**src/sv/sddf_pkg.sv**
```systemverilog
// Package for the signed decimal digit formatter.
// Holds the symbol codes, the conversion constants and the record type that the
// front, queue and back modules share. Depends on nothing.
package sddf_pkg;

    localparam int DEFAULT_MAX_DIGITS = 16;
    localparam int DEC_DIGITS         = 10;
    localparam int DIGIT_IDX_W        = 4;
    localparam int DCOUNT_W           = 5;
    localparam int POINT_W            = 5;

    localparam logic [3:0]          SYM_BLANK         = 4'd10;
    localparam logic [3:0]          SYM_MINUS         = 4'd11;
    localparam logic [DCOUNT_W-1:0] PLACE_COUNT_RESET = 5'd4;

    // x / 10 == (x * RECIP10) >> 35 for every 32-bit unsigned x.
    localparam logic [63:0] RECIP10     = 64'h0000_0000_CCCC_CCCD;
    localparam int          RECIP_SHIFT = 35;

    typedef logic [DEC_DIGITS-1:0][3:0] dec_digits_t;

    // One converted number waiting to be shown.
    typedef struct packed {
        dec_digits_t        digits;   // digit 0 is the least significant
        logic [3:0]         used;     // significant digits, 1..10
        logic               neg;
        logic               fill;
        logic [POINT_W-1:0] point;
    } conv_rec_t;

endpackage

```
**src/sv/sddf_back.sv**
```systemverilog
// Back part of the digit formatter: takes converted records from the queue and
// sends one symbol per display place, leftmost first, through an output register.
// Depends on sddf_pkg.
module sddf_back
    import sddf_pkg::*;
#(
    parameter int MAX_DIGITS = DEFAULT_MAX_DIGITS
)
(
    input  logic                clk,
    input  logic                rst_n,
    input  logic [DCOUNT_W-1:0] place_count,
    input  logic                pop_valid,
    output logic                pop_ready,
    input  conv_rec_t           pop_rec,
    output logic                out_valid,
    input  logic                out_stall,
    output logic [3:0]          symbol,
    output logic                point_on,
    output logic                last_digit
);

    localparam int CW = (MAX_DIGITS > 1) ? $clog2(MAX_DIGITS) : 1;

    conv_rec_t           rec_reg;
    logic [DCOUNT_W-1:0] n_reg;
    logic [CW-1:0]       pos_reg;
    logic                active_reg;
    logic                out_valid_reg;
    logic [3:0]          symbol_reg;
    logic                point_reg;
    logic                last_reg;

    logic [DCOUNT_W-1:0] n_eff;
    logic [DCOUNT_W-1:0] pos_w;
    logic [DCOUNT_W-1:0] used_w;
    logic [DCOUNT_W-1:0] used_eff;
    logic                advance;
    logic                is_last;
    logic                load;
    logic [3:0]          sym_cur;
    logic                point_cur;

    always_comb
    begin
        if (place_count == '0)
            n_eff = DCOUNT_W'(1);
        else if (place_count > DCOUNT_W'(MAX_DIGITS))
            n_eff = DCOUNT_W'(MAX_DIGITS);
        else
            n_eff = place_count;
    end

    assign pos_w    = DCOUNT_W'(pos_reg);
    assign used_w   = DCOUNT_W'(rec_reg.used);
    assign used_eff = (used_w < n_reg) ? used_w : n_reg;
    assign is_last  = (pos_reg == '0);

    // pos_reg counts places from the right; the point counts from the left.
    always_comb
    begin
        if (pos_w < used_eff)
            sym_cur = rec_reg.digits[pos_w[DIGIT_IDX_W-1:0]];
        else if (rec_reg.neg && (pos_w == used_eff))
            sym_cur = SYM_MINUS;
        else if (rec_reg.fill)
            sym_cur = 4'd0;
        else
            sym_cur = SYM_BLANK;
    end

    assign point_cur = (rec_reg.point == (n_reg - pos_w));

    assign advance   = !out_valid_reg || !out_stall;
    assign load      = advance && (!active_reg || is_last);
    assign pop_ready = load;

    always_ff @(posedge clk or negedge rst_n)
    begin
        if (!rst_n)
        begin
            active_reg    <= 1'b0;
            out_valid_reg <= 1'b0;
        end
        else if (advance)
        begin
            out_valid_reg <= active_reg;
            if (load)
                active_reg <= pop_valid;
        end
    end

    always_ff @(posedge clk)
    begin
        if (advance)
        begin
            symbol_reg <= sym_cur;
            point_reg  <= point_cur;
            last_reg   <= is_last;
            if (load)
            begin
                rec_reg <= pop_rec;
                n_reg   <= n_eff;
                pos_reg <= CW'(n_eff - DCOUNT_W'(1));
            end
            else
            begin
                pos_reg <= pos_reg - 1'b1;
            end
        end
    end

    assign out_valid  = out_valid_reg;
    assign symbol     = symbol_reg;
    assign point_on   = point_reg;
    assign last_digit = last_reg;

endmodule

```
**config.mk**
```make
export PLATFORM = sky130hd
export DESIGN_NAME = sddf_back
export DESIGN_NICKNAME = d
export VERILOG_FILES = /design/src/sv/sddf_pkg.sv /design/src/sv/sddf_back.sv
export SDC_FILE = /design/constraint.sdc
export NUM_CORES = 1
export LEC_CHECK = 0
export BUFFER_PORTS_ARGS = -buffer_cell sky130_fd_sc_hd__buf_4
export CAP_MARGIN = 20
export CORE_UTILIZATION = 49
export CTS_CLUSTER_DIAMETER = 100
export DETAILED_ROUTE_END_ITERATION = 6
export PLACE_DENSITY = 0.76
export SETUP_SLACK_MARGIN = 0.05
export SKIP_CTS_REPAIR_TIMING = 1
export SLEW_MARGIN = 20
export SYNTH_ARGS = -nofsm -noshare
export SYNTH_HDL_FRONTEND = slang
export SYNTH_SLANG_ARGS = --single-unit
```
**constraint.sdc**
```tcl
create_clock -name clk -period 3.3 [get_ports clk]
set_clock_uncertainty 0.1 [all_clocks]
set_input_delay 0.825 -clock clk [delete_from_list [all_inputs] [get_ports clk]]
set_output_delay 0.825 -clock clk [all_outputs]
set_load 0.01 [all_outputs]
```
== After elaboration in Yosys (flattened, before gate mapping) ==
Cells that the tools add are included.
Word-level totals
  output and inout port bits: 8
  flip-flop bits (word level): 68
  bits of input ports: 60
Operators by class
  equality and inequality tests: 2
  add/subtract/negate cells: 3
  muxes and demuxes: 9
  order comparisons: 4
  reduce and logical (&&, ||, !) cells: 10
Operators by type and width (count)
  2-to-1 mux 4 bit: 5
  binary-select mux 4 bit (select 4 bit): 1
  2-to-1 mux 5 bit: 3
  < comparator 4 x 5 -> 1 bit: 2
  subtractor 4 x 1 -> 4 bit, second input constant: 2
  == test 4 x 5 -> 1 bit: 1
  == test 5 bit: 1
  > comparator 5 bit, second input constant: 1
  zero test 5 bit: 1
  < comparator 4 x 5 -> 1 bit, second input constant: 1
  subtractor 5 x 4 -> 5 bit: 1
  zero test 4 bit: 1
  zero test 1 bit: 3
  logical AND 1 bit: 2
  logical OR 1 bit: 2
  AND reduction 2 bit: 1

== Logic depth before layout (Yosys ltp) ==
  depth after elaboration: 6
  depth in mapped cells: 11
  depth with buffers taken out: 11

== Worst setup path after synthesis ==
Ideal clock, no wire load.
  path kind: input -> output
  start point: input out_stall
  end point: output pop_ready
  buffers on the path: 0
  setup slack: -0.197 ns
  data required time: 2.375 ns
  arrival time: 2.572 ns
  stages: 3
  cells stage by stage: nand2_1 o21ai_1 inv_1
On the way
  longest elaborated chain between the ends: 3
Ends and longest elaborated chain
  from (decl): line sddf_back.sv:17  | input logic out_stall,
  zero test 1 bit: line sddf_back.sv:74  | assign advance = !out_valid_reg || !out_stall;
  logical OR 1 bit: line sddf_back.sv:74
  logical AND 1 bit: line sddf_back.sv:75  | assign load = advance && (!active_reg || is_last);
  to (decl): line sddf_back.sv:14  | output logic pop_ready,
No other way between the ends.

== Worst setup path in the final report ==
  start point: register pos_reg[2]
  end point: output pop_ready
On the way
  longest elaborated chain between the ends: 3
Ends and longest elaborated chain
  from (decl): line sddf_back.sv:27  | logic [CW-1:0] pos_reg;
  from (signal assigned): line sddf_back.sv:104  | pos_reg <= CW'(n_eff - DCOUNT_W'(1));
  from (signal assigned): line sddf_back.sv:108  | pos_reg <= pos_reg - 1'b1;
  zero test 4 bit: line sddf_back.sv:57  | assign is_last = (pos_reg == '0);
  net is_last: line sddf_back.sv:39  | logic is_last;
  logical OR 1 bit: line sddf_back.sv:75
  logical AND 1 bit: line sddf_back.sv:75
The timed path passes the listed nets, and every way through them passes these cells.

==> run summary <==
Die width: 81.84 um
DR vias: 1955
Worst vdd ir: 0.4103 mV
Max-cap violations: 0
WL final: 5627 um
Placed cell area: 0.003719 mm2
Top area cells in the synthesized netlist: edfxtp_1, mux4_2, ha_1
Synth Instances: 208
Core footprint: 0.006026 mm2
Primary FF master, synth: edfxtp_1
GR Util All Layers: 18.90%
Slew HR: 68.32%
Synth area leader: edfxtp_1
Most frequent cells after synthesis: edfxtp_1, inv_1, nand2_1
Async S/R FF share, synth: 2.941%
Initial antenna violation count: 0
Final setup TNS: 0 ns
Synth top area share: 63.46%
RSZ-0062 raised after global routing: no
Post-route DRC: 0
Crit path max fanout: 16
Layout Nets: 358
Synthesis warning total: 0
Largest register FFs: 51
First-pass GRT wire length: 8983 um
Row cnt: 28
Max Slew Vio Count: 0
Worst EP arrival: 2.05 ns
Diode count: 0
Clk Latency, worst-skew pair: 0.33 ns
Outcome: complete, no violations
CTS tree: done
Worst-Margin Slew: 0.4720 ns
Global route overflow: 0
Crit start category: register
Vias per cell: 5.356
Routability cong.: 0.8390
Worst hold path class: input port to asynchronous set/reset pin
PD cells: 774.1 mW/mm2
Leak pwr: 1.506 nW
Final period util: 90.23%
Clock root buffer: clkbuf_8
Final Cell Area: 0.003911 mm2
Clock buffer depth: 2
DR iter-0 viols: 76
Synth Register Bits: 68
I/O pins: 68
Syn_nets: 281
Starting density of the core: 51.83%
Non-Filler Instances: 365
Minimum clock period: 2.977 ns
Peak Freq: 335.9 MHz
Share of cells above drive strength 1: 36.55%
Fin. Hold Viols: 0
Clock sink count: 68
Area grow syn2layout: 25.24%
Vias in the first global route: 2000
DIE AREA: 0.006697 mm2
Final HPWL DP: 4129 um
Sequential-to-total area share from yosys stat: 65.06%
Crit Path Category: register to output pin
EDFF count, synth: 66
Worst EP required: 2.37 ns
H-tree level count: 3
Drt wl/cell: 15.42 um
ANT nets after route: 0
Largest net degree at the start of global routing: 29
CP Capture Type: output pin
Final setup viols: 0
Placed Cells: 349
Top-count cell post-synth: edfxtp_1
Port Buffers: 67
Syn Area/Cell: 15.01 um2
Synth unique cells: 43
Fillers: 450
Clock Pin Slew Worst Setup and Hold Paths: 0.07 ns
Synthesized cell area: 0.003123 mm2
Detailed Routing Iterations Pass 1: 4
Die height: 81.84 um
Total CTS buffers: 9
==> path summary, 6_finish.rpt <==
path / startpoint / to / slack, ns / cells after the start
worst max-delay path: pos_reg[2] / pop_ready / 0.32 / 4
max in group asynchronous: rst_n / active_reg / 2.85 / 1
worst max register to register: n_reg[1] / symbol[3] / 0.39 / 10
min in group clk: active_reg / out_valid / 0.42 / 2
worst min-delay path: rst_n / out_valid / 0.16 / 1
worst min register to register: active_reg / out_valid / 0.42 / 2
==> per-layer routing <==
layer	wire length (um)	part of all wire (%)	global-route usage [%]	vias up
met5	0	0	0	-
met4	76	1.4	5.614	0
met2	2855	51	31.82	70
met1	2291	41	22.06	920
li1	-	-	-	957
met3	403	7.2	7.778	8
==> placed cells by master (no fill, tap or decap), types with 3 or more instances in the layout <==
cell and count:
a2111oi_0 3, a21oi_1 9, a31oi_1 3, buf_4 72, clkbuf_8 9, edfxtp_1 66, ha_1 12, inv_1 14
mux2_2 7, mux4_2 8, nand2_1 15, nand3b_1 3, nor2_1 5, nor2b_1 4, nor3_1 5, o21ai_0 5
o311ai_0 3, xnor2_1 6, xor2_1 3
==> through the flow <==
step	power [mW]	setup WS (ns)	utilization (%)	hold slack [ns]
finish	3.028	0.3225	64.91	0.1624
global route	3.238	0.1012	64.91	0.1402
CTS	3.060	0.2899	64.91	0.1503
detailed placement	2.402	0.4239	61.71	0.3983
global placement	2.366	0.4658	61.71	0.3996
floorplan	2.078	0.09267	-	0.3574
==> cells by family (layout without fill, tap and decap cells) <==
group	Yosys count	in the layout	share of synthesized area [%]
DFF	68	68	65.06
and+or+nand+nor	44	44	7.291
AOI/OAI and AO/OA	35	35	7.452
buffers and inverters	22	104	3.285
muxes	17	17	8.934
adders and majority gates	13	13	5.449
xor gates and xnor gates	9	9	2.524
==> critical path: stages (launching register included) <==
cell        delay (ns)
edfxtp_1          0.47
nor4_2            0.11
o21ai_1           0.40
clkinvlp_4        0.46
buf_4             0.27
==> final cells by class <==
type,count,area [um2],share of cell area [%]
Inverter,16,63.81,1.631
Multi-Input combinational cell,118,988.4,25.27
Sequential cell,68,2032,51.95
Tap cell,75,93.84,2.399
Clock buffer,10,127.6,3.263
Clock inverter,6,65.06,1.663
Timing Repair Buffer,72,540.5,13.82
==> power breakdown <==
group | internal (mW) | total [mW] | switching, mW
registers | 1.21 | 1.29 | 0.0861
logic | 0.514 | 1.08 | 0.564
clock network | 0.349 | 0.655 | 0.306
(Power assumes the default switching activity.)
