===== config.mk =====
export PLATFORM = sky130hd
export DESIGN_NAME = sddf_queue
export DESIGN_NICKNAME = d
export VERILOG_FILES = /design/src/sv/sddf_pkg.sv /design/src/sv/sddf_queue.sv
export SDC_FILE = /design/constraint.sdc
export NUM_CORES = 1
export LEC_CHECK = 0
export BUFFER_PORTS_ARGS = -buffer_cell sky130_fd_sc_hd__buf_2
export CAP_MARGIN = 25
export CORE_ASPECT_RATIO = 0.75
export CORE_MARGIN = 5
export CORE_UTILIZATION = 30
export CTS_BUF_LIST = sky130_fd_sc_hd__clkbuf_2 sky130_fd_sc_hd__clkbuf_4 sky130_fd_sc_hd__clkbuf_8
export CTS_CLUSTER_SIZE = 24
export DETAILED_ROUTE_END_ITERATION = 6
export GPL_ROUTABILITY_DRIVEN = 0
export PLACE_DENSITY = 0.52
export REMOVE_ABC_BUFFERS = 1
export SLEW_MARGIN = 5
export SYNTH_ARGS = -nofsm -noshare
export SYNTH_HDL_FRONTEND = slang
export SYNTH_SLANG_ARGS = --single-unit

===== constraint.sdc =====
create_clock -name clk -period 10 [get_ports clk]
set_input_delay 0.5 -clock clk [delete_from_list [all_inputs] [get_ports clk]]
set_output_delay 0.5 -clock clk [all_outputs]
set_load 0.005 [all_outputs]

===== src/sv/sddf_pkg.sv =====
// Package for the signed decimal digit formatter.
// Holds the symbol codes, the conversion constants and the record type that the
// front, queue and back modules share. Depends on nothing.
package sddf_pkg;

    localparam int DEFAULT_MAX_DIGITS = 16;
    localparam int DEC_DIGITS         = 10;
    localparam int DIGIT_IDX_W        = 4;
    localparam int DCOUNT_W           = 5;
    localparam int POINT_W            = 5;

    localparam logic [3:0]          SYM_BLANK         = 4'd10;
    localparam logic [3:0]          SYM_MINUS         = 4'd11;
    localparam logic [DCOUNT_W-1:0] PLACE_COUNT_RESET = 5'd4;

    // x / 10 == (x * RECIP10) >> 35 for every 32-bit unsigned x.
    localparam logic [63:0] RECIP10     = 64'h0000_0000_CCCC_CCCD;
    localparam int          RECIP_SHIFT = 35;

    typedef logic [DEC_DIGITS-1:0][3:0] dec_digits_t;

    // One converted number waiting to be shown.
    typedef struct packed {
        dec_digits_t        digits;   // digit 0 is the least significant
        logic [3:0]         used;     // significant digits, 1..10
        logic               neg;
        logic               fill;
        logic [POINT_W-1:0] point;
    } conv_rec_t;

endpackage


===== src/sv/sddf_queue.sv =====
// Two-entry queue of converted records between the front and back parts.
// Depends on sddf_pkg.
module sddf_queue
    import sddf_pkg::*;
(
    input  logic      clk,
    input  logic      rst_n,
    input  logic      push_valid,
    output logic      push_ready,
    input  conv_rec_t push_rec,
    output logic      pop_valid,
    input  logic      pop_ready,
    output conv_rec_t pop_rec
);

    conv_rec_t  entry_reg [2];
    logic       wr_ptr_reg;
    logic       rd_ptr_reg;
    logic [1:0] count_reg;
    logic       do_push;
    logic       do_pop;

    assign push_ready = (count_reg != 2'd2);
    assign pop_valid  = (count_reg != 2'd0);
    assign pop_rec    = entry_reg[rd_ptr_reg];
    assign do_push    = push_valid && push_ready;
    assign do_pop     = pop_valid && pop_ready;

    always_ff @(posedge clk or negedge rst_n)
    begin
        if (!rst_n)
        begin
            wr_ptr_reg <= 1'b0;
            rd_ptr_reg <= 1'b0;
            count_reg  <= 2'd0;
        end
        else
        begin
            if (do_push)
                wr_ptr_reg <= !wr_ptr_reg;
            if (do_pop)
                rd_ptr_reg <= !rd_ptr_reg;
            if (do_push && !do_pop)
                count_reg <= count_reg + 2'd1;
            else if (do_pop && !do_push)
                count_reg <= count_reg - 2'd1;
        end
    end

    always_ff @(posedge clk)
    begin
        if (do_push)
            entry_reg[wr_ptr_reg] <= push_rec;
    end

endmodule


# Yosys cells after proc, flatten, opt, wreduce, memory -nomap -nowiden
# Memories as Yosys holds them, arrays and structs flattened.
# Cells that the tools add are included.
[totals]
register_bits = 4
mem_bits_rw = 102
word_cells = 21
memories = 1
[classes]
add_sub_neg = 2
eq_ne = 1
muxes = 4
n_reduce_logical = 10
[memory_table]
columns = ["name", "words", "width", "read_ports", "rd_clocked_by_memory_dff", "wr", "line_no", "rtl"]
rows = [
  ["entry_reg", 2, 51, 1, 0, 1, "sddf_queue.sv:16", "conv_rec_t entry_reg [2];"],
]
[op_table]
columns = ["op", "count"]
rows = [
  ["1-bit logical AND", 4],
  ["1-bit logical NOT", 4],
  ["2-bit two-way mux", 2],
  ["2-bit nonzero test", 2],
  ["2-bit by 1-bit adder with 2-bit output, second input constant", 1],
  ["1-bit two-way mux", 2],
  ["2-bit != test, second input constant", 1],
  ["2-bit by 1-bit subtractor with 2-bit output, second input constant", 1],
]

# Longest topological paths before layout
# Gate-level depths: netlist of run 1.
[depth]
word_depth = 6
depth_mapped = 7

# Worst setup path before layout of run 1
# OpenSTA, ideal clock, no wires.
[synth_path]
kind = "flip-flop to flip-flop"
start = "reg count_reg[0]"
end = "mem entry_reg[0][0] (netlist name), enable pin"
setup_time_ps = 460
arrival_ps = 2789
required_time_ps = 9540
setup_slack_ps = 6752
path_stages_with_launch = 4
cell_sequence = "dfrtp_1 -> nand2b_1 -> nand2_1 -> nor2_1"
[synth_between]
elab_chain_len = 4
[synth_rtl]
columns = ["item", "line_no", "rtl"]
rows = [
  ["from (decl)", "sddf_queue.sv:19", "logic [1:0] count_reg;"],
  ["from (signal assigned)", "sddf_queue.sv:44", "count_reg <= count_reg + 2'd1;"],
  ["from (signal assigned)", "sddf_queue.sv:46", "count_reg <= count_reg - 2'd1;"],
  ["2-bit != test", "sddf_queue.sv:23", "assign push_ready = (count_reg != 2'd2);"],
  ["net push_ready", "sddf_queue.sv:9", "output logic push_ready,"],
  ["1-bit logical AND", "sddf_queue.sv:26", "assign do_push = push_valid && push_ready;"],
  ["1-bit two-way mux", "sddf_queue.sv:52", "if (do_push)"],
  ["1-bit two-way mux (not written as such)", "sddf_queue.sv:53", "entry_reg[wr_ptr_reg] <= push_rec;"],
  ["to (decl)", "sddf_queue.sv:16", ""],
]
# The timed path passes the listed nets, and every way through them passes these cells.

==> metrics.log, run 1 <==
[metrics] run status: complete, no violations
[metrics] leakage dissipation: about 2 nW
[metrics] clock insertion delay at the later pin of the skew report: 360 ps
[metrics] pin slew with the least headroom to its limit: ~1000 ps
[metrics] pin count of the biggest net entering global routing: 53
[metrics] maximum clock path buffer count: 2
[metrics] Synth cell types: 15
[metrics] via count: 1969
[metrics] total track usage: 0.0911
[metrics] Placement Rows: 37
[metrics] sequential share of power: 0.508
[metrics] DRC violations left: 0
[metrics] total placed cells including tap cells: 455
[metrics] Worst Setup Start Kind: flop
[metrics] PD cells: 272 nW/um^2
[metrics] via density per instance: 4.17
[metrics] final HPWL from detailed placement: 4680 um
[metrics] hold buffers post-CTS: 1
[metrics] signal arrival time at the worst endpoint: about 2000 ps
[metrics] effective utilization at floorplan: 0.303
[metrics] final-report max-slew violation count: 0
[metrics] Worst Clk Skew: 8.18 ps
[metrics] WP data required: roughly 9500 ps
[metrics] number of clock sinks: 106
[metrics] Tmin final: about 2500 ps
[metrics] Combinational Power Share: 0.291
[metrics] most common library cell in the layout ignoring fill and taps: buf_2
[metrics] unrepaired setup endpoints after global routing: false
[metrics] number of non-filler instances in the completed layout: about 470
[metrics] count of max-cap constraint violations: 0
[metrics] core area: around 14000 sq um
[metrics] buffers inserted during post-CTS setup optimization: 0
[metrics] count of state elements after synthesis: 106
[metrics] via count of the first global-routing pass: 2120
[metrics] violation count after the first detailed-route iteration: 53
[metrics] FMAX: 0.394 GHz
[metrics] maximum vdd ir drop: 0.186 mV
[metrics] clock share of power: 0.200
[metrics] number of search-and-repair iterations in the first detailed-routing pass: 4
[metrics] cell-internal power: 0.000992 W
[metrics] clock-pin transition on the worst setup and hold timing paths: 90 ps
[metrics] most frequent cells in the layout: 107 x buf_2, 102 x edfxtp_1, 49 x mux2_4
[metrics] input/output buffers: 107
[metrics] setup TNS after final layout: 0 ps
[metrics] switching fraction of total power: 0.273
[metrics] final layout net count: 348
[metrics] Boundary Pins: 108
[metrics] worst-case headroom to the max-slew limit: 0.324
[metrics] Post-Synthesis Cell Area: 4130 sq um
[metrics] final worst path period share: 0.254
[metrics] level count of the clock H-tree: 3
[metrics] aggregate routed wire length: 7260 um
[metrics] count of warnings emitted by yosys: 0
[metrics] final setup violating endpoints: 0
[metrics] die outline height: 112 um
[metrics] number of flip-flops in the largest register: slightly above 100
[metrics] critical path fanouts, max: 52
[metrics] Net Switching: 0.000373 W
[metrics] worst min-delay path category: in2reg
[metrics] first-pass GRT wire length: 11400 um
[metrics] total count of hold-check failures in the final report: 0
[metrics] Synth Area per Inst: 23.3 sq um
[metrics] proportion of layout cells with a drive suffix above 1: 0.598
[metrics] kind of critical path: reg2out
[metrics] post-route core utilization: 0.369
[metrics] number of antenna-violating nets in the routed design: 0
[metrics] sequential fraction of the synthesis area: 0.767
[metrics] P&R area growth vs syn: 21.6%
[metrics] post_cts resized: 0
[metrics] TritonCTS clock tree: yes
[metrics] type of destination of the critical path: output pin
[metrics] Post-Syn Instances: 177
[metrics] GR Overflow Total: 0
[metrics] initial antenna violation count: 0
[metrics] die boundary width: 145 um
[metrics] Routed wire per std cell: 15.4 um
[metrics] Inserted Clock Buffers: 9
[metrics] buffer cell driving the clock tree root: clkbuf_8
[metrics] overall die area: 16200 sq um
synth_stat cells (all sizes together):
library cell  count  area share
edfxtp          102        0.74
mux2             51        0.18
buf               6       0.027
dfrtp             4       0.024
xnor2             3      0.0064
nand2             2      0.0018
nor2              2      0.0018
xor2              2      0.0042
and3              1      0.0015
ha                1      0.0030
inv               1     0.00091
nand2b            1      0.0015
or2               1      0.0015
path summary, 6_finish.rpt:
path	cells after the start	from	to	slack, ps
min in group asynchronous	2	rst_n	count_reg[1]	460
setup / recovery	2	rd_ptr_reg	pop_rec[43]	7460
hold / removal	1	push_rec[14]	entry_reg[0][14]	330
max in group asynchronous	2	rst_n	rd_ptr_reg	9400
hold reg to reg	1	count_reg[1]	count_reg[1]	500
setup reg to reg	4	count_reg[0]	entry_reg[0][25]	8200
layout make-up:
cell class	instances	area (sq um)
fill	1303	8590
sequential	106	3170
multi-input combinational	64	857
timing repair buffer	110	561
tap	175	219
clock buffer	9	124
clock inverter	6	82.6
inverter	1	3.75
antenna	1	2.50
power groups by stage:
stage / Sequential, W / Clock (W) / Combinational [W]
detailed placement: 0.000708 / 0 / 0.000409
global route: 0.000710 / 0.000305 / 0.000436
CTS: 0.000698 / 0.000287 / 0.000411
finish: 0.000694 / 0.000274 / 0.000397
global placement: 0.000704 / 0 / 0.000407
floorplan: 0.000686 / 0 / 0.000273
kinds of logic (layout without fill, tap and decap cells):
| group | count (synthesis) | after routing | share of synthesized area |
|---|---|---|---|
| xor+xnor | 5 | 5 | 0.0106 |
| fa+ha+maj | 1 | 1 | 0.00303 |
| buf+inv | 7 | 126 | 0.0279 |
| flops | 106 | 106 | 0.767 |
| mux | 51 | 51 | 0.184 |
| other cells | 0 | 1 | 0 |
| simple gates | 7 | 7 | 0.00819 |
routing by layer:
layer | wire, um | part of all wire | GRT usage
met4 | 89 | 0.012 | 0.0261
met2 | 3280 | 0.45 | 0.139
met1 | 3210 | 0.44 | 0.113
met3 | 675 | 0.093 | 0.0488
met5 | 0 | 0 | 0
stage by stage:
stage	area [sq um]	hold slack, ps	power, W	setup slack, ps
after floorplan	4020	204	0.000959	6750
after global placement	4800	313	0.00111	7820
after detailed placement	4800	316	0.00112	7830
after CTS	5010	294	0.00140	7400
after global routing	5010	285	0.00145	7320
final	5020	325	0.00136	7460
critical path, stage by stage (launching register included):
cell,delay [ps]
dfrtp_4,1110
mux2_2,420
buf_2,120
Note: power is estimated with default switching activity, not from simulation.
==> run 2, diff against run 1 <==
==> constraint.sdc (replaced) <==
create_clock -name clk -period 2.7 [get_ports clk]
set_input_delay 0.135 -clock clk [delete_from_list [all_inputs] [get_ports clk]]
set_output_delay 0.135 -clock clk [all_outputs]
set_load 0.005 [all_outputs]
==> run 2 against run 1 <==
Against the previous run: wire length is 5.3% higher; die area did not move; cell count up 11%; non-clock buffer count increased by 54; sequential power grew to 3.5 times the previous value; critical path depth is 1 higher; first-iteration DRC count is 1.9% lower; via count is 7.9% higher; register-to-register slack lost 7300 ps; total power rose to 3.6 times the previous value; critical path type unchanged.
==> metrics.log, run 2 (synthesized netlist as in run 1, its figures left out) <==
[metrics] diode count: 0 (was 1)
[metrics] most frequent cells in the layout: 107 x buf_2, 102 x edfxtp_1, 52 x dlygate4sd3_1 (was 107 x buf_2, 102 x edfxtp_1, 49 x mux2_4)
[metrics] post-route core utilization: 0.407 (was 0.369)
[metrics] kind of critical path: reg2out (unchanged)
[metrics] final-report max-slew violation count: 0 (unchanged)
[metrics] level count of the clock H-tree: 3 (unchanged)
[metrics] switching fraction of total power: 0.283 (was 0.273)
[metrics] Net Switching: 0.00141 W (was 0.000373 W)
[metrics] post_cts resized: 0 (unchanged)
[metrics] final worst path period share: 0.758
[metrics] maximum vdd ir drop: 0.520 mV (was 0.186 mV)
[metrics] final layout net count: 402 (was 348)
[metrics] die boundary width: 145 um (unchanged)
[metrics] Worst Clk Skew: 7.06 ps (was 8.18 ps)
[metrics] maximum clock path buffer count: 2 (unchanged)
[metrics] final HPWL from detailed placement: 5080 um (was 4680 um)
[metrics] clock insertion delay at the later pin of the skew report: 360 ps (about the same)
[metrics] input/output buffers: 107 (unchanged)
[metrics] post-route worst hold slack: 72.2 ps (was 325 ps)
[metrics] number of flip-flops in the largest register: 102 (unchanged)
[metrics] type of destination of the critical path: output pin (unchanged)
[metrics] PD cells: 899 nW/um^2 (was 272 nW/um^2)
[metrics] die outline height: 112 um (unchanged)
[metrics] total buffers and inverters traversed by the critical path: 2 (was 1)
[metrics] effective utilization at floorplan: 0.303 (unchanged)
[metrics] final setup violating endpoints: 0 (unchanged)
[metrics] highest cell delay on the worst timing path: 740 ps (was 1110 ps)
[metrics] via density per instance: 4.04 (was 4.17)
[metrics] most common library cell in the layout ignoring fill and taps: buf_2 (unchanged)
[metrics] Boundary Pins: 108 (unchanged)
[metrics] cell-internal power: 0.00357 W (was 0.000992 W)
[metrics] buffers inserted during post-CTS setup optimization: 0 (unchanged)
[metrics] cell class contributing the biggest share of worst-path delay: flip-flops (unchanged)
[metrics] GR Overflow Total: 0 (unchanged)
[metrics] proportion of layout cells with a drive suffix above 1: 0.516 (was 0.598)
[metrics] unrepaired setup endpoints after global routing: false (unchanged)
[metrics] WP data required: 2570 ps (was 9500 ps)
[metrics] first-pass GRT wire length: 12000 um (was 11400 um)
[metrics] Routed wire per std cell: 14.5 um (was 15.4 um)
[metrics] leakage dissipation: 2.21 nW (was 1.99 nW)
[metrics] aggregate routed wire length: 7640 um (was 7260 um)
[metrics] pin count of the biggest net entering global routing: 30 (was 53)
[metrics] P&R area growth vs syn: 34.1% (was 21.6%)
[metrics] Placement Rows: 37 (unchanged)
[metrics] via count: 2124 (was 1969)
[metrics] # fillers: 1272 (was 1303)
[metrics] clock-pin transition on the worst setup and hold timing paths: 90 ps (about the same)
[metrics] clock share of power: 0.170 (was 0.200)
[metrics] run status: complete, no violations (unchanged)
[metrics] total count of hold-check failures in the final report: 0 (unchanged)
[metrics] violation count after the first detailed-route iteration: 52 (was 53)
[metrics] number of antenna-violating nets in the routed design: 0 (unchanged)
[metrics] DRC violations left: 0 (unchanged)
[metrics] crit-path cells: buf_12, mux2_2, buf_2 (was mux2_2, buf_2)
[metrics] overall die area: 16200 sq um (unchanged)
[metrics] Inserted Clock Buffers: 9 (unchanged)
[metrics] hold buffers post-CTS: 52 (was 1)
[metrics] total track usage: 0.0947 (was 0.0911)
[metrics] Placed Instance Area: 4840 sq um (was 4800 sq um)
[metrics] TritonCTS clock tree: yes (unchanged)
[metrics] buffer cell driving the clock tree root: clkbuf_8 (unchanged)
[metrics] signal arrival time at the worst endpoint: 1910 ps (was 2040 ps)
[metrics] worst-case headroom to the max-slew limit: 0.605 (was 0.324)
[metrics] FMAX: 0.489 GHz
[metrics] pin slew with the least headroom to its limit: 593 ps (was 1010 ps)
[metrics] Worst Setup Start Kind: flop (unchanged)
[metrics] setup TNS after final layout: 0 ps (unchanged)
[metrics] critical path fanouts, max: 29 (was 52)
[metrics] final instance area: 5540 sq um (was 5020 sq um)
[metrics] critical path's slowest cell: dfrtp_4 (unchanged)
[metrics] number of clock sinks: 106 (unchanged)
[metrics] number of search-and-repair iterations in the first detailed-routing pass: 4 (unchanged)
[metrics] sequential share of power: 0.492 (was 0.508)
[metrics] core area: 13600 sq um (unchanged)
[metrics] count of max-cap constraint violations: 0 (unchanged)
[metrics] via count of the first global-routing pass: 2329 (was 2120)
[metrics] Tmin final: 2050 ps
[metrics] Combinational Power Share: 0.338 (was 0.291)
[metrics] worst min-delay path category: in2reg (unchanged)
[metrics] Tot Pwr: 0.00498 W (was 0.00136 W)
[metrics] initial antenna violation count: 0 (unchanged)
## run 2: changes by cell type in the layout (fill, tap and decap cells not counted)
cell and change:
buf_4 +1, diode_2 -1, bufinv_16 -2, dlygate4sd3_1 +51, buf_12 +2, clkinvlp_4 +2, clkinv_4 +1
## run 2: routing by layer
layer | wire length [um] | GRT usage
met1 | 3530 | 0.114
met2 | 3490 | 0.151
met3 | 520 | 0.0443
met4 | 102 | 0.0298
met5 | 0 | 0
## run 2: layout make-up
type,count,area (sq um),area share
Tap cell,175,219,0.0396
Sequential cell,106,3170,0.572
Multi-Input combinational cell,64,857,0.155
Timing Repair Buffer,164,1120,0.202
Inverter,1,3.75,0.000678
Clock buffer,9,124,0.0224
Clock inverter,7,46.3,0.00836
## run 2: power by group through the flow
stage	logic, W	clock network, W	registers, W
final	0.00168	0.000846	0.00245
after floorplan	0.00101	0	0.00254
after detailed placement	0.00168	0	0.00250
after CTS	0.00174	0.000904	0.00246
after global placement	0.00167	0	0.00248
after global routing	0.00183	0.000955	0.00250
## run 2: through the flow
step,cells,setup WS (ps)
6_report,526,653
3_5_place_dp,458,897
2_1_floorplan,171,-548
5_1_grt,526,528
4_1_cts,526,569
3_3_place_gp,458,940
## run 2: path summary, 6_finish.rpt
| path | startpoint | endpoint | cells past startpoint | slack (ps) |
|---|---|---|---|---|
| max | rd_ptr_reg | pop_rec[43] | 3 | 650 |
| min | pop_ready | rd_ptr_reg | 3 | 70 |
| max reg2reg | count_reg[0] | entry_reg[1][13] | 3 | 930 |
| min reg2reg | count_reg[1] | count_reg[1] | 1 | 500 |
| max in group asynchronous | rst_n | rd_ptr_reg | 2 | 2470 |
| min in group asynchronous | rst_n | count_reg[0] | 2 | 100 |
## run 2: worst register-to-register path, stage by stage (launching register included)
cell      delay, ps
dfrtp_1         410
nand2b_1        170
and3_2          590
buf_12          280
==> run 3, diff against run 2 <==
==> constraint.sdc (replaced) <==
create_clock -name clk -period 1.9 [get_ports clk]
set_input_delay 0.095 -clock clk [delete_from_list [all_inputs] [get_ports clk]]
set_output_delay 0.095 -clock clk [all_outputs]
set_load 0.005 [all_outputs]
==> run 3 against run 2 <==
Against the previous run: global-route usage rose by 0.21 points; register-to-register slack got worse by 590 ps; sequential cell count did not move; clock skew fell by 3.9 ps; wire length rose by 0.92%; combinational power rose by 54%; sequential power rose by 39%; via count rose by 1.0%; sequential share of layout area fell by 0.65 points; design area rose by 1.2%; clock power rose by 57%; hold slack got worse by 46 ps.
==> metrics.log, run 3 (synthesized netlist as in run 1, its figures left out) <==
[metrics] FMAX: 0.562 GHz
[metrics] post-route core utilization: 0.411 (was 0.407)
[metrics] violation count after the first detailed-route iteration: 77 (was 52)
[metrics] die boundary width: 145 um (unchanged)
[metrics] effective utilization at floorplan: 0.303 (unchanged)
[metrics] P&R area growth vs syn: 35.7% (was 34.1%)
[metrics] final layout net count: 403 (was 402)
[metrics] DRC violations left: 0 (unchanged)
[metrics] maximum vdd ir drop: 0.690 mV (was 0.520 mV)
[metrics] clock insertion delay at the later pin of the skew report: 360 ps (about the same)
[metrics] kind of critical path: reg2out (unchanged)
[metrics] met1 Track Usage GR: 0.128 (was 0.114)
[metrics] initial antenna violation count: 0 (unchanged)
[metrics] number of flip-flops in the largest register: 102 (unchanged)
[metrics] input/output buffers: 107 (unchanged)
[metrics] die outline height: 112 um (unchanged)
[metrics] critical path's slowest cell: dfrtp_4 (unchanged)
[metrics] core area: 13600 sq um (unchanged)
[metrics] most frequent cells in the layout: 107 x buf_2, 102 x edfxtp_1, 52 x dlygate4sd3_1 (unchanged)
[metrics] Tot Pwr: 0.00732 W (was 0.00498 W)
[metrics] pin slew with the least headroom to its limit: 344 ps (was 593 ps)
[metrics] final instance area: 5600 sq um (was 5540 sq um)
[metrics] Routed wire per std cell: 14.6 um (was 14.5 um)
[metrics] crit-path cells: buf_12, mux2_2, buf_2 (unchanged)
[metrics] WP data required: 1800 ps (was 2570 ps)
[metrics] met2 track utilization from global routing: 0.143 (was 0.151)
[metrics] run status: complete, no violations (unchanged)
[metrics] Worst Clk Skew: 3.18 ps (was 7.06 ps)
[metrics] final worst path period share: 0.936
[metrics] Boundary Pins: 108 (unchanged)
[metrics] via count: 2146 (was 2124)
[metrics] Placed Instance Area: 4890 sq um (was 4840 sq um)
[metrics] level count of the clock H-tree: 3 (unchanged)
[metrics] critical path fanouts, max: 21 (was 29)
[metrics] post-route worst hold slack: 26.3 ps (was 72.2 ps)
[metrics] type of destination of the critical path: output pin (unchanged)
[metrics] number of antenna-violating nets in the routed design: 0 (unchanged)
[metrics] worst-case headroom to the max-slew limit: 0.770 (was 0.605)
[metrics] worst min-delay path category: in2reg (unchanged)
[metrics] busiest layer in global routing: met2 (unchanged)
[metrics] diode count: 0 (unchanged)
[metrics] Placement Rows: 37 (unchanged)
[metrics] unrepaired setup endpoints after global routing: false (unchanged)
[metrics] global routing usage on met3: 0.0439 (was 0.0443)
[metrics] pin count of the biggest net entering global routing: 29 (was 30)
[metrics] overall die area: 16200 sq um (unchanged)
[metrics] via density per instance: 4.07 (was 4.04)
[metrics] PD cells: 1310 nW/um^2 (was 899 nW/um^2)
[metrics] highest cell delay on the worst timing path: 580 ps (was 740 ps)
[metrics] maximum clock path buffer count: 2 (unchanged)
[metrics] total track usage: 0.0968 (was 0.0947)
[metrics] count of max-cap constraint violations: 0 (unchanged)
[metrics] leakage dissipation: 2.24 nW (was 2.21 nW)
[metrics] clock-pin transition on the worst setup and hold timing paths: 90 ps (about the same)
[metrics] aggregate routed wire length: 7710 um (was 7640 um)
[metrics] signal arrival time at the worst endpoint: 1680 ps (was 1910 ps)
[metrics] final-report max-slew violation count: 0 (unchanged)
[metrics] Inserted Clock Buffers: 9 (unchanged)
[metrics] total count of hold-check failures in the final report: 0 (unchanged)
[metrics] final setup violating endpoints: 0 (unchanged)
[metrics] first-pass GRT wire length: 12400 um (was 12000 um)
[metrics] setup TNS after final layout: 0 ps (unchanged)
[metrics] most common library cell in the layout ignoring fill and taps: buf_2 (unchanged)
[metrics] number of clock sinks: 106 (unchanged)
[metrics] number of search-and-repair iterations in the first detailed-routing pass: 4 (unchanged)
[metrics] Tmin final: 1780 ps
[metrics] via count of the first global-routing pass: 2367 (was 2329)
[metrics] Worst Setup Start Kind: flop (unchanged)
[metrics] GR Overflow Total: 0 (unchanged)
[metrics] buffers inserted during post-CTS setup optimization: 0 (unchanged)
[metrics] buffer cell driving the clock tree root: clkbuf_8 (unchanged)
[metrics] TritonCTS clock tree: yes (unchanged)
[metrics] proportion of layout cells with a drive suffix above 1: 0.517 (was 0.516)
## run 3: metrics by stage
step	setup slack, ps	cells
4_1_cts	87.8	527
6_report	121	527
3_3_place_gp	395	459
3_5_place_dp	338	459
5_1_grt	42.7	527
2_1_floorplan	-1350	171
## run 3: worst max-delay path, delay by kind of cell (launching register included)
family	cells	cell delay, ps
DFF	1	580
buffers and inverters	2	370
muxes	1	350
## run 3: report_power, final
group | switching (W) | internal (W) | total (W)
Clock | 0.000715 | 0.000615 | 0.00133
Sequential | 0.000207 | 0.00320 | 0.00341
Combinational | 0.00111 | 0.00148 | 0.00259
Total | 0.00203 | 0.00529 | 0.00732
## run 3: final timing paths
kind,start,to,slack [ps],cells past startpoint
min,pop_ready,rd_ptr_reg,30,3
max reg2reg,count_reg[0],entry_reg[1][33],340,3
min reg2reg,count_reg[1],count_reg[1],500,1
min in group asynchronous,rst_n,count_reg[0],60,2
max in group asynchronous,rst_n,rd_ptr_reg,1700,2
max,rd_ptr_reg,pop_rec[43],120,3
## run 3: timing repair
item | in CTS | in global routing
setup endpoints to repair | 0 | 0
hold buffers | 52 | 0
gates resized for setup | 0 | 0
endpoints found under the hold margin | 106 | 0
## run 3: layer usage
metal  share of wire  vias to the layer above
met5               0                        -
met4           0.011                        0
met3           0.070                       11
met2            0.43                       73
met1            0.48                     1034
li1                -                     1028
## run 3: layout make-up
type                       instances  area [sq um]
fill                            1265          8010
sequential                       106          3170
timing repair buffer             165          1160
multi-input combinational         64           857
tap                              175           219
clock buffer                      10           131
clock inverter                     6          57.6
inverter                           1          3.75
